==> src/rtl/differential_drive_odometry_top_macros.svh <==
// ----------------------------------------------------------------------------
// Assertion macros for the differential-drive odometry block
// Concurrent checks on clk, disabled while rst_n is low; empty in synthesis.
// ----------------------------------------------------------------------------
`ifndef DIFFERENTIAL_DRIVE_ODOMETRY_TOP_MACROS_SVH
`define DIFFERENTIAL_DRIVE_ODOMETRY_TOP_MACROS_SVH

`ifndef SYNTHESIS

// antecedent implies consequent in the same cycle
`define ODO_ASSERT_SAME(lbl, ante, cons) \
  lbl: assert property (@(posedge clk) disable iff (!rst_n) (ante) |-> (cons)) \
    else $error("odometry check failed");

// antecedent implies consequent in the next cycle
`define ODO_ASSERT_NEXT(lbl, ante, cons) \
  lbl: assert property (@(posedge clk) disable iff (!rst_n) (ante) |=> (cons)) \
    else $error("odometry check failed");

`else

`define ODO_ASSERT_SAME(lbl, ante, cons)
`define ODO_ASSERT_NEXT(lbl, ante, cons)

`endif

`endif

==> src/rtl/odo_pkg.sv <==
// ----------------------------------------------------------------------------
// odo_pkg
// Shared widths, reset values, CORDIC constants and control structs.
// ----------------------------------------------------------------------------
package odo_pkg;

  // field widths
  localparam int STEP_W    = 18;
  localparam int POSE_W    = 32;
  localparam int GAIN_W    = 24;
  localparam int CFG_IDX_W = 2;
  localparam int CFG_DAT_W = 32;

  // CORDIC vector width (Q1.30 plus headroom) and table size
  localparam int CW          = 32;
  localparam int ATAN_ENTRIES = 24;
  localparam int ATAN_IDX_W  = 5;
  localparam int CORDIC_ITERATIONS = 16;

  localparam logic signed [CW-1:0] CORDIC_START = 32'sd652032874;

  // configuration register indexes
  localparam logic [CFG_IDX_W-1:0] REG_ANGLE_GAIN    = 2'd0;
  localparam logic [CFG_IDX_W-1:0] REG_START_X       = 2'd1;
  localparam logic [CFG_IDX_W-1:0] REG_START_Y       = 2'd2;
  localparam logic [CFG_IDX_W-1:0] REG_START_HEADING = 2'd3;

  // reset values
  localparam logic [GAIN_W-1:0] GAIN_RST    = 24'd13350400;
  localparam logic [POSE_W-1:0] HEADING_RST = 32'd536870912;

  // commands from controller to datapath
  typedef struct packed {
    logic accept;
    logic angle;
    logic init;
    logic iter;
    logic mul_x;
    logic mul_y;
    logic add_y;
    logic load_out;
  } odo_cmd_t;

  // status from datapath to controller
  typedef struct packed {
    logic iter_last;
  } odo_sts_t;

  // arctangent of 2^-i as binary angle, rounded
  function automatic logic [POSE_W-1:0] atan_bam(input logic [ATAN_IDX_W-1:0] idx);
    logic [POSE_W-1:0] v;
    case (idx)
      5'd0:    v = 32'd536870912;
      5'd1:    v = 32'd316933406;
      5'd2:    v = 32'd167458907;
      5'd3:    v = 32'd85004756;
      5'd4:    v = 32'd42667331;
      5'd5:    v = 32'd21354465;
      5'd6:    v = 32'd10680862;
      5'd7:    v = 32'd5340245;
      5'd8:    v = 32'd2670163;
      5'd9:    v = 32'd1335087;
      5'd10:   v = 32'd667544;
      5'd11:   v = 32'd333772;
      5'd12:   v = 32'd166886;
      5'd13:   v = 32'd83443;
      5'd14:   v = 32'd41722;
      5'd15:   v = 32'd20861;
      5'd16:   v = 32'd10430;
      5'd17:   v = 32'd5215;
      5'd18:   v = 32'd2608;
      5'd19:   v = 32'd1304;
      5'd20:   v = 32'd652;
      5'd21:   v = 32'd326;
      5'd22:   v = 32'd163;
      5'd23:   v = 32'd81;
      default: v = '0;
    endcase
    return v;
  endfunction

endpackage

==> src/rtl/odo_ctrl.sv <==
// ----------------------------------------------------------------------------
// odo_ctrl
// Sequencer for one odometry update and owner of the output valid flag.
// ----------------------------------------------------------------------------
module odo_ctrl (
  input  logic               clk,
  input  logic               rst_n,
  input  logic               in_tvalid,
  output logic               in_tready,
  output logic               out_tvalid,
  input  logic               out_tready,
  input  odo_pkg::odo_sts_t  sts,
  output odo_pkg::odo_cmd_t  cmd
);

  typedef enum logic [7:0] {
    S_IDLE  = 8'b0000_0001,
    S_ANGLE = 8'b0000_0010,
    S_INIT  = 8'b0000_0100,
    S_ITER  = 8'b0000_1000,
    S_MULX  = 8'b0001_0000,
    S_MULY  = 8'b0010_0000,
    S_ADDY  = 8'b0100_0000,
    S_OUT   = 8'b1000_0000
  } state_t;

  state_t state_r, state_nxt;
  logic   out_valid_r, out_valid_nxt;
  logic   out_free;

  // output register can take a new result
  assign out_free  = !out_valid_r || out_tready;
  assign in_tready = (state_r == S_IDLE);
  assign out_tvalid = out_valid_r;

  // next state and commands
  always_comb begin
    state_nxt = state_r;
    cmd       = '0;
    case (state_r)
      S_IDLE: begin
        if (in_tvalid) begin
          cmd.accept = 1'b1;
          state_nxt  = S_ANGLE;
        end
      end
      S_ANGLE: begin
        cmd.angle = 1'b1;
        state_nxt = S_INIT;
      end
      S_INIT: begin
        cmd.init  = 1'b1;
        state_nxt = S_ITER;
      end
      S_ITER: begin
        cmd.iter = 1'b1;
        if (sts.iter_last) state_nxt = S_MULX;
      end
      S_MULX: begin
        cmd.mul_x = 1'b1;
        state_nxt = S_MULY;
      end
      S_MULY: begin
        cmd.mul_y = 1'b1;
        state_nxt = S_ADDY;
      end
      S_ADDY: begin
        cmd.add_y = 1'b1;
        state_nxt = S_OUT;
      end
      S_OUT: begin
        if (out_free) begin
          cmd.load_out = 1'b1;
          state_nxt    = S_IDLE;
        end
      end
      default: state_nxt = S_IDLE;
    endcase
  end

  // output valid: set on load, cleared when taken
  always_comb begin
    out_valid_nxt = out_valid_r;
    if (cmd.load_out)    out_valid_nxt = 1'b1;
    else if (out_tready) out_valid_nxt = 1'b0;
  end

  always_ff @(posedge clk) begin
    if (!rst_n) begin
      state_r     <= S_IDLE;
      out_valid_r <= 1'b0;
    end else begin
      state_r     <= state_nxt;
      out_valid_r <= out_valid_nxt;
    end
  end

endmodule

==> src/rtl/odo_dp.sv <==
// ----------------------------------------------------------------------------
// odo_dp
// Pose registers, config registers, heading update, iterative CORDIC and
// the shared multiplier for the position update.
// ----------------------------------------------------------------------------
module odo_dp #(
  parameter int CORDIC_ITERATIONS = odo_pkg::CORDIC_ITERATIONS
) (
  input  logic                                 clk,
  input  logic                                 rst_n,
  input  odo_pkg::odo_cmd_t                    cmd,
  output odo_pkg::odo_sts_t                    sts,
  input  logic                                 cfg_we,
  input  logic [odo_pkg::CFG_IDX_W-1:0]        cfg_index,
  input  logic [odo_pkg::CFG_DAT_W-1:0]        cfg_wdata,
  input  logic signed [odo_pkg::STEP_W-1:0]    left_step,
  input  logic signed [odo_pkg::STEP_W-1:0]    right_step,
  input  logic                                 reload_pose,
  output logic signed [odo_pkg::POSE_W-1:0]    pos_x,
  output logic signed [odo_pkg::POSE_W-1:0]    pos_y,
  output logic [odo_pkg::POSE_W-1:0]           heading
);

  localparam int CNT_W  = $clog2(CORDIC_ITERATIONS);
  localparam int DIFF_W = odo_pkg::STEP_W + 1;
  localparam int GP_W   = DIFF_W + odo_pkg::GAIN_W + 1;
  localparam int MP_W   = odo_pkg::STEP_W + odo_pkg::CW;
  localparam logic [CNT_W-1:0] ITER_LAST = CNT_W'(CORDIC_ITERATIONS - 1);

  // config registers
  logic [odo_pkg::GAIN_W-1:0] gain_r;
  logic [odo_pkg::POSE_W-1:0] start_x_r, start_y_r, start_h_r;

  // pose state
  logic [odo_pkg::POSE_W-1:0] x_r, y_r, h_r;

  // per-item working registers
  logic signed [GP_W-1:0]             gprod_r;
  logic signed [odo_pkg::STEP_W-1:0]  d_r;
  logic signed [odo_pkg::CW-1:0]      cx_r, cy_r;
  logic [odo_pkg::POSE_W-1:0]         z_r;
  logic [CNT_W-1:0]                   cnt_r;
  logic signed [MP_W-1:0]             mp_r;

  // output register
  logic [odo_pkg::POSE_W-1:0] ox_r, oy_r, oh_r;

  // combinational terms
  logic signed [DIFF_W-1:0]          diff_s, sum_s;
  logic signed [GP_W-1:0]            gprod_nxt, dth_full;
  logic signed [odo_pkg::CW-1:0]     dx, dy, mul_op;
  logic signed [MP_W-1:0]            mp_nxt, rnd_full;
  logic [odo_pkg::POSE_W-1:0]        atan_v;
  logic                              quad_flip;

  // heading change product and mean displacement
  assign diff_s    = $signed({right_step[odo_pkg::STEP_W-1], right_step})
                   - $signed({left_step[odo_pkg::STEP_W-1], left_step});
  assign sum_s     = $signed({right_step[odo_pkg::STEP_W-1], right_step})
                   + $signed({left_step[odo_pkg::STEP_W-1], left_step});
  assign gprod_nxt = diff_s * $signed({1'b0, gain_r});
  assign dth_full  = (gprod_r + GP_W'(128)) >>> 8;

  // CORDIC step terms
  assign quad_flip = h_r[odo_pkg::POSE_W-1] ^ h_r[odo_pkg::POSE_W-2];
  assign dx        = cy_r >>> cnt_r;
  assign dy        = cx_r >>> cnt_r;
  assign atan_v    = odo_pkg::atan_bam(odo_pkg::ATAN_IDX_W'(cnt_r));

  // shared multiplier and rounding of its registered product
  assign mul_op   = cmd.mul_y ? cy_r : cx_r;
  assign mp_nxt   = d_r * mul_op;
  assign rnd_full = (mp_r + MP_W'(536870912)) >>> 30;

  assign sts.iter_last = (cnt_r == ITER_LAST);

  assign pos_x   = $signed(ox_r);
  assign pos_y   = $signed(oy_r);
  assign heading = oh_r;

  // config registers and pose state
  always_ff @(posedge clk) begin
    if (!rst_n) begin
      gain_r    <= odo_pkg::GAIN_RST;
      start_x_r <= '0;
      start_y_r <= '0;
      start_h_r <= odo_pkg::HEADING_RST;
      x_r       <= '0;
      y_r       <= '0;
      h_r       <= odo_pkg::HEADING_RST;
    end else begin
      if (cfg_we) begin
        case (cfg_index)
          odo_pkg::REG_ANGLE_GAIN:    gain_r    <= cfg_wdata[odo_pkg::GAIN_W-1:0];
          odo_pkg::REG_START_X:       start_x_r <= cfg_wdata;
          odo_pkg::REG_START_Y:       start_y_r <= cfg_wdata;
          odo_pkg::REG_START_HEADING: start_h_r <= cfg_wdata;
          default: ;
        endcase
      end
      if (cmd.accept && reload_pose) begin
        x_r <= start_x_r;
        y_r <= start_y_r;
        h_r <= start_h_r;
      end
      if (cmd.angle) h_r <= h_r + dth_full[odo_pkg::POSE_W-1:0];
      if (cmd.mul_y) x_r <= x_r + rnd_full[odo_pkg::POSE_W-1:0];
      if (cmd.add_y) y_r <= y_r + rnd_full[odo_pkg::POSE_W-1:0];
    end
  end

  // working registers: capture, CORDIC rotation, multiplier
  always_ff @(posedge clk) begin
    if (cmd.accept) begin
      gprod_r <= gprod_nxt;
      d_r     <= sum_s[DIFF_W-1:1];
    end
    if (cmd.init) begin
      cx_r  <= quad_flip ? -odo_pkg::CORDIC_START : odo_pkg::CORDIC_START;
      cy_r  <= '0;
      z_r   <= quad_flip ? (h_r ^ 32'h8000_0000) : h_r;
      cnt_r <= '0;
    end
    if (cmd.iter) begin
      if (!z_r[odo_pkg::POSE_W-1]) begin
        cx_r <= cx_r - dx;
        cy_r <= cy_r + dy;
        z_r  <= z_r - atan_v;
      end else begin
        cx_r <= cx_r + dx;
        cy_r <= cy_r - dy;
        z_r  <= z_r + atan_v;
      end
      cnt_r <= cnt_r + CNT_W'(1);
    end
    if (cmd.mul_x || cmd.mul_y) mp_r <= mp_nxt;
    if (cmd.load_out) begin
      ox_r <= x_r;
      oy_r <= y_r;
      oh_r <= h_r;
    end
  end

endmodule

==> src/rtl/differential_drive_odometry_top.sv <==
// ----------------------------------------------------------------------------
// differential_drive_odometry_top
// Dead-reckoning pose tracker for a two-wheel robot.
// ----------------------------------------------------------------------------
// Each input beat carries left and right wheel steps (Q1.16) and a reload
// flag; each one produces exactly one output beat with the updated x, y
// (Q15.16, wrapping) and binary-angle heading. Each item runs to completion
// before the next beat is accepted, its time set by the CORDIC, which does
// one rotation per cycle, plus one multiplier shared between the x and y
// products. A finished result sits in an output register, so the next beat
// is accepted while it waits; only the final load stalls if the previous
// result was not taken. Configuration is to be written by the user only
// while the block is idle; the block itself does not enforce this.
// ----------------------------------------------------------------------------
`include "differential_drive_odometry_top_macros.svh"

module differential_drive_odometry_top #(
  parameter int CORDIC_ITERATIONS = odo_pkg::CORDIC_ITERATIONS
) (
  input  logic                              clk,
  input  logic                              rst_n,
  // input stream
  input  logic                              in_tvalid,
  output logic                              in_tready,
  input  logic [39:0]                       in_tdata,   // left_step, right_step, zero pad
  input  logic                              in_tuser,   // reload_pose
  // result stream
  output logic                              out_tvalid,
  input  logic                              out_tready,
  output logic [95:0]                       out_tdata,  // pos_x, pos_y, heading
  // configuration
  input  logic                              cfg_we,
  input  logic [odo_pkg::CFG_IDX_W-1:0]     cfg_index,
  input  logic [odo_pkg::CFG_DAT_W-1:0]     cfg_wdata
);

  odo_pkg::odo_cmd_t cmd;
  odo_pkg::odo_sts_t sts;

  logic signed [odo_pkg::POSE_W-1:0] pos_x, pos_y;
  logic [odo_pkg::POSE_W-1:0]        heading;

  odo_ctrl u_ctrl (
    .clk        (clk),
    .rst_n      (rst_n),
    .in_tvalid  (in_tvalid),
    .in_tready  (in_tready),
    .out_tvalid (out_tvalid),
    .out_tready (out_tready),
    .sts        (sts),
    .cmd        (cmd)
  );

  odo_dp #(
    .CORDIC_ITERATIONS (CORDIC_ITERATIONS)
  ) u_dp (
    .clk         (clk),
    .rst_n       (rst_n),
    .cmd         (cmd),
    .sts         (sts),
    .cfg_we      (cfg_we),
    .cfg_index   (cfg_index),
    .cfg_wdata   (cfg_wdata),
    .left_step   ($signed(in_tdata[17:0])),
    .right_step  ($signed(in_tdata[35:18])),
    .reload_pose (in_tuser),
    .pos_x       (pos_x),
    .pos_y       (pos_y),
    .heading     (heading)
  );

  assign out_tdata = {heading, pos_y, pos_x};

  // checks
  `ODO_ASSERT_NEXT(a_busy_after_accept, in_tvalid && in_tready, !in_tready)
  `ODO_ASSERT_SAME(a_no_overwrite, cmd.load_out, !out_tvalid || out_tready)
  `ODO_ASSERT_SAME(a_one_command, 1'b1, $onehot0(cmd))

endmodule
==> config.mk <==
export PLATFORM = sky130hd
export DESIGN_NAME = differential_drive_odometry_top
export DESIGN_NICKNAME = d
export VERILOG_FILES = /design/src/rtl/odo_pkg.sv /design/src/rtl/odo_ctrl.sv /design/src/rtl/odo_dp.sv /design/src/rtl/differential_drive_odometry_top.sv
export VERILOG_INCLUDE_DIRS = /design/src /design/src/rtl
export SDC_FILE = /design/constraint.sdc
export NUM_CORES = 2
export LEC_CHECK = 0
export BUFFER_PORTS_ARGS = -buffer_cell sky130_fd_sc_hd__clkbuf_2
export CORE_MARGIN = 1.5
export CORE_UTILIZATION = 66
export CTS_CLUSTER_SIZE = 30
export DETAILED_ROUTE_END_ITERATION = 7
export PLACE_DENSITY = 0.84
export SLEW_MARGIN = 20
export SYNTH_ARGS = -nofsm -noshare
export SYNTH_HDL_FRONTEND = slang
export SYNTH_HIERARCHICAL = 1
export SYNTH_SLANG_ARGS = --single-unit
==> constraint.sdc <==
create_clock -name clk -period 10.75 [get_ports clk]
set_input_delay 1.6125 -clock clk [delete_from_list [all_inputs] [get_ports clk]]
set_output_delay 1.6125 -clock clk [all_outputs]
set_load 0.02 [all_outputs]
==> impl_results.md <==
* Startpoint Class: input port
* Site Rows at 117
* Critical path class: input port to flop
* IO Pins at 178
* Reg clk slew, reported paths at 0.06 ns
* Worst path arrival time at 10.48 ns
* Total GRT Usage at 35.9%
* Die width at 325 µm
* Die area at 106,000 µm²
* Drt via density at 6.23
* Largest family of logic cells by synthesized area: adder cells
* Mapped Nets at 9,004
* Clk sinks at 523
* Number of synthesized flops with an enable pin at 268
* GPL Wtd Cong at 0.982
* # resized after CTS at 0
* Hold crit path type: flop to flop
* Worst slew margin at 25.7%
* H-tree Lvls at 2
* Layout Area Growth over Synthesis at 6.01%
* Worst-Margin Slew at 1.11 ns
* Setup ws final at 0.666 ns
* Port bufs at 173
* Hold Crit Start: u_dp/x_r[2]$_SDFFE_PN0P_
* WHS Path Cells at 0
* Slowest cell delay on critical path at 0.55 ns
* Placed cell area at 70,300 µm²
* Pre-CTS setup slack at 0.0538 ns
* Post-layout nets at 8,965
* Number of max-cap violations at 0
* Initial antenna violation count at 4
* R2R depth at 28
* Hold buffers post-CTS at 0
* Wire length per cell at 21.3 µm
* Simple-Gate Fraction of Synth Area at 15.8%
* RSZ-0062 raised after global routing: no
* Synth Area in Compound Gates at 11.1%
* Crit path launch: in_tdata[18]
* Synthesized-area fraction occupied by adder cells at 36.2%
* Slowest CP cell: fa_1
* Die Y-Extent at 325 µm
* Pin count of the biggest net entering global routing at 92
* Routed vias at 55,300
* Starting Density at 66.9%
* Max clock buf depth at 3
* Yosys cell types at 118
* Ys flop type: edfxtp_1
* # setup viols final at 0
* Highest clock rate at 0.0992 GHz
* # DRC at 0
* Final min period at 10.08 ns
* Sequential cell area fraction in the yosys report at 19.2%
* Antenna-violating nets left at 0
* Total of flip-flops plus latches after synthesis at 523
* Total gr overflow at 0
* Clock Skews at 0.0744 ns
* R2r setup slk at 1.12 ns
* Drt initial violations at 5,761
* Worst-path fanout max at 6
* CTS Root Cell: clkbuf_16
* First-pass GRT wire length at 302,000 µm
* Mean Syn Cell Area at 9.12 µm²
* CTS tree: built
* Xor and xnor area share after synthesis at 4.95%
* Worst R2R Start: u_ctrl/state_r[7]$_SDFFE_PN0P_
* Core area at 102,000 µm²
* Mapped Cells at 7,502
* Final worst path period share at 93.8%
* Hold Vio Cnt, Final at 0
* Num CTS Buffers at 58
* Post-synthesis async set-or-reset flop share at 0%
* Fin area at 72,600 µm²
* Setup Buffers After CTS at 0
* Vias in the first global route at 56,700
* Detailed placement HPWL at 141,000 µm
* Post-synthesis mux area share at 4.42%
* Crit end category: flop
* Max Slew Vio Count at 0
* Setup TNS at 0 ns
* Routed WL at 189,000 µm
* Worst hold slack at 0.425 ns
* Status: finished, final reports clean
* Clock Latency Late Sink at 0.70 ns
* Layout cells sized above 1 at 8.41%
* Critical path required time at 11.14 ns
* YS warnings at 6
* Post-Syn Area at 68,400 µm²
* Drt pass-1 iters at 8
[critical path: cells and delay by family]
kind / cells / cell delay (ns)
fa+ha+maj: 10 / 4.33
buf+inv: 9 / 0.56
xor+xnor: 2 / 0.46
simple gates: 4 / 0.44
compound gates: 12 / 3.07
[cell usage in the layout (no fill, tap or decap), drive strengths merged, types with 104 or more instances in the layout]
cell,count
a211oi,133
a21o,132
a21oi,447
and2,310
and3,104
clkbuf,241
dfxtp,255
edfxtp,268
fa,931
ha,491
inv,1089
nand2,1150
nand3,109
nor2,279
o21ai,177
xnor2,212
xor2,172
[cell type report]
class | instances | area (µm²)
inverter | 1092 | 4110
multi-input combinational | 5518 | 49800
sequential | 523 | 13200
clock buffer | 68 | 1510
timing repair buffer | 270 | 1590
tap | 1368 | 1710
antenna | 2 | 5.00
fill | 7350 | 29800
clock inverter | 42 | 698
[Yosys cell counts, drive strengths merged, types with 8 or more instances]
cell type / number / area share [%]
dfxtp: 255 / 7.5
or3: 15 / 0.14
ha: 491 / 9.0
a21o: 132 / 1.4
clkbuf: 314 / 1.7
mux2: 89 / 1.5
a221oi: 9 / 0.12
nand4: 30 / 0.27
or2: 44 / 0.40
xor2: 172 / 2.2
o21ai: 177 / 1.3
o31ai: 24 / 0.29
nor3b: 14 / 0.15
o22ai: 13 / 0.12
xnor2: 212 / 2.7
o21a: 52 / 0.57
nor2: 279 / 1.5
and3: 104 / 0.96
mux2i: 38 / 0.57
nand3: 109 / 0.82
nor3: 77 / 0.62
a21boi: 14 / 0.15
a41oi: 8 / 0.11
nor2b: 77 / 0.70
a21oi: 447 / 3.3
nor4: 19 / 0.20
and2: 310 / 2.8
buf: 55 / 0.54
a211oi: 133 / 1.5
a31o: 9 / 0.12
nand2: 1150 / 6.3
inv: 1089 / 6.0
a31oi: 50 / 0.46
o211ai: 18 / 0.20
o21bai: 38 / 0.42
fa: 931 / 27
mux4: 72 / 2.4
edfxtp: 268 / 12
nand2b: 51 / 0.48
a211o: 9 / 0.12
[through the flow]
step | util [%] | std cells
floorplan | - | 7502
global placement | 68.7 | 8771
detailed placement | 68.7 | 8771
CTS | 70.9 | 8881
global route | 70.9 | 8881
finish | 70.9 | 8883
[kinds of logic (layout without fill, tap and decap cells)]
family | count (synthesis) | count (layout)
simple gates | 2311 | 2311
buf+inv | 1461 | 1472
mux | 199 | 199
fa+ha+maj | 1422 | 1422
other cells | 0 | 2
compound gates | 1201 | 1201
flops | 523 | 523
xor+xnor | 385 | 385
[flip-flops by register name, summed over array words and instances (netlist names), 4 cells and up]
signal          count
u_dp/pos_x         32
u_dp/mp_r          21
u_dp/gprod_r       33
u_dp/h_r           32
u_dp/z_r           32
u_dp/atan_v        30
u_dp/start_x_r     32
u_dp/start_y_r     32
u_ctrl/state_r      8
u_dp/x_r           32
u_dp/pos_y         32
u_dp/start_h_r     32
u_dp/cnt_r          4
u_dp/y_r           32
u_dp/cx_r          32
u_dp/d_r           18
u_dp/gain_r        24
u_dp/heading       32
u_dp/cy_r          32
[worst paths after layout]
check / endpoint
worst max-delay path: u_dp/gprod_r[36]$_DFFE_PP_
worst min-delay path: u_dp/pos_x[2]$_DFFE_PP_
worst max register to register: u_dp/mp_r[49]$_DFFE_PP_
worst min register to register: u_dp/pos_x[2]$_DFFE_PP_
[metal layers]
layer	global-route usage, %	wire [µm]
met5	0	33
met1	48.5	72900
met2	54.9	83100
met3	8.69	22700
met4	16.8	10200
Power is not shown: default switching activity piles up to over one toggle a cycle in this logic, so the estimate is an artifact.
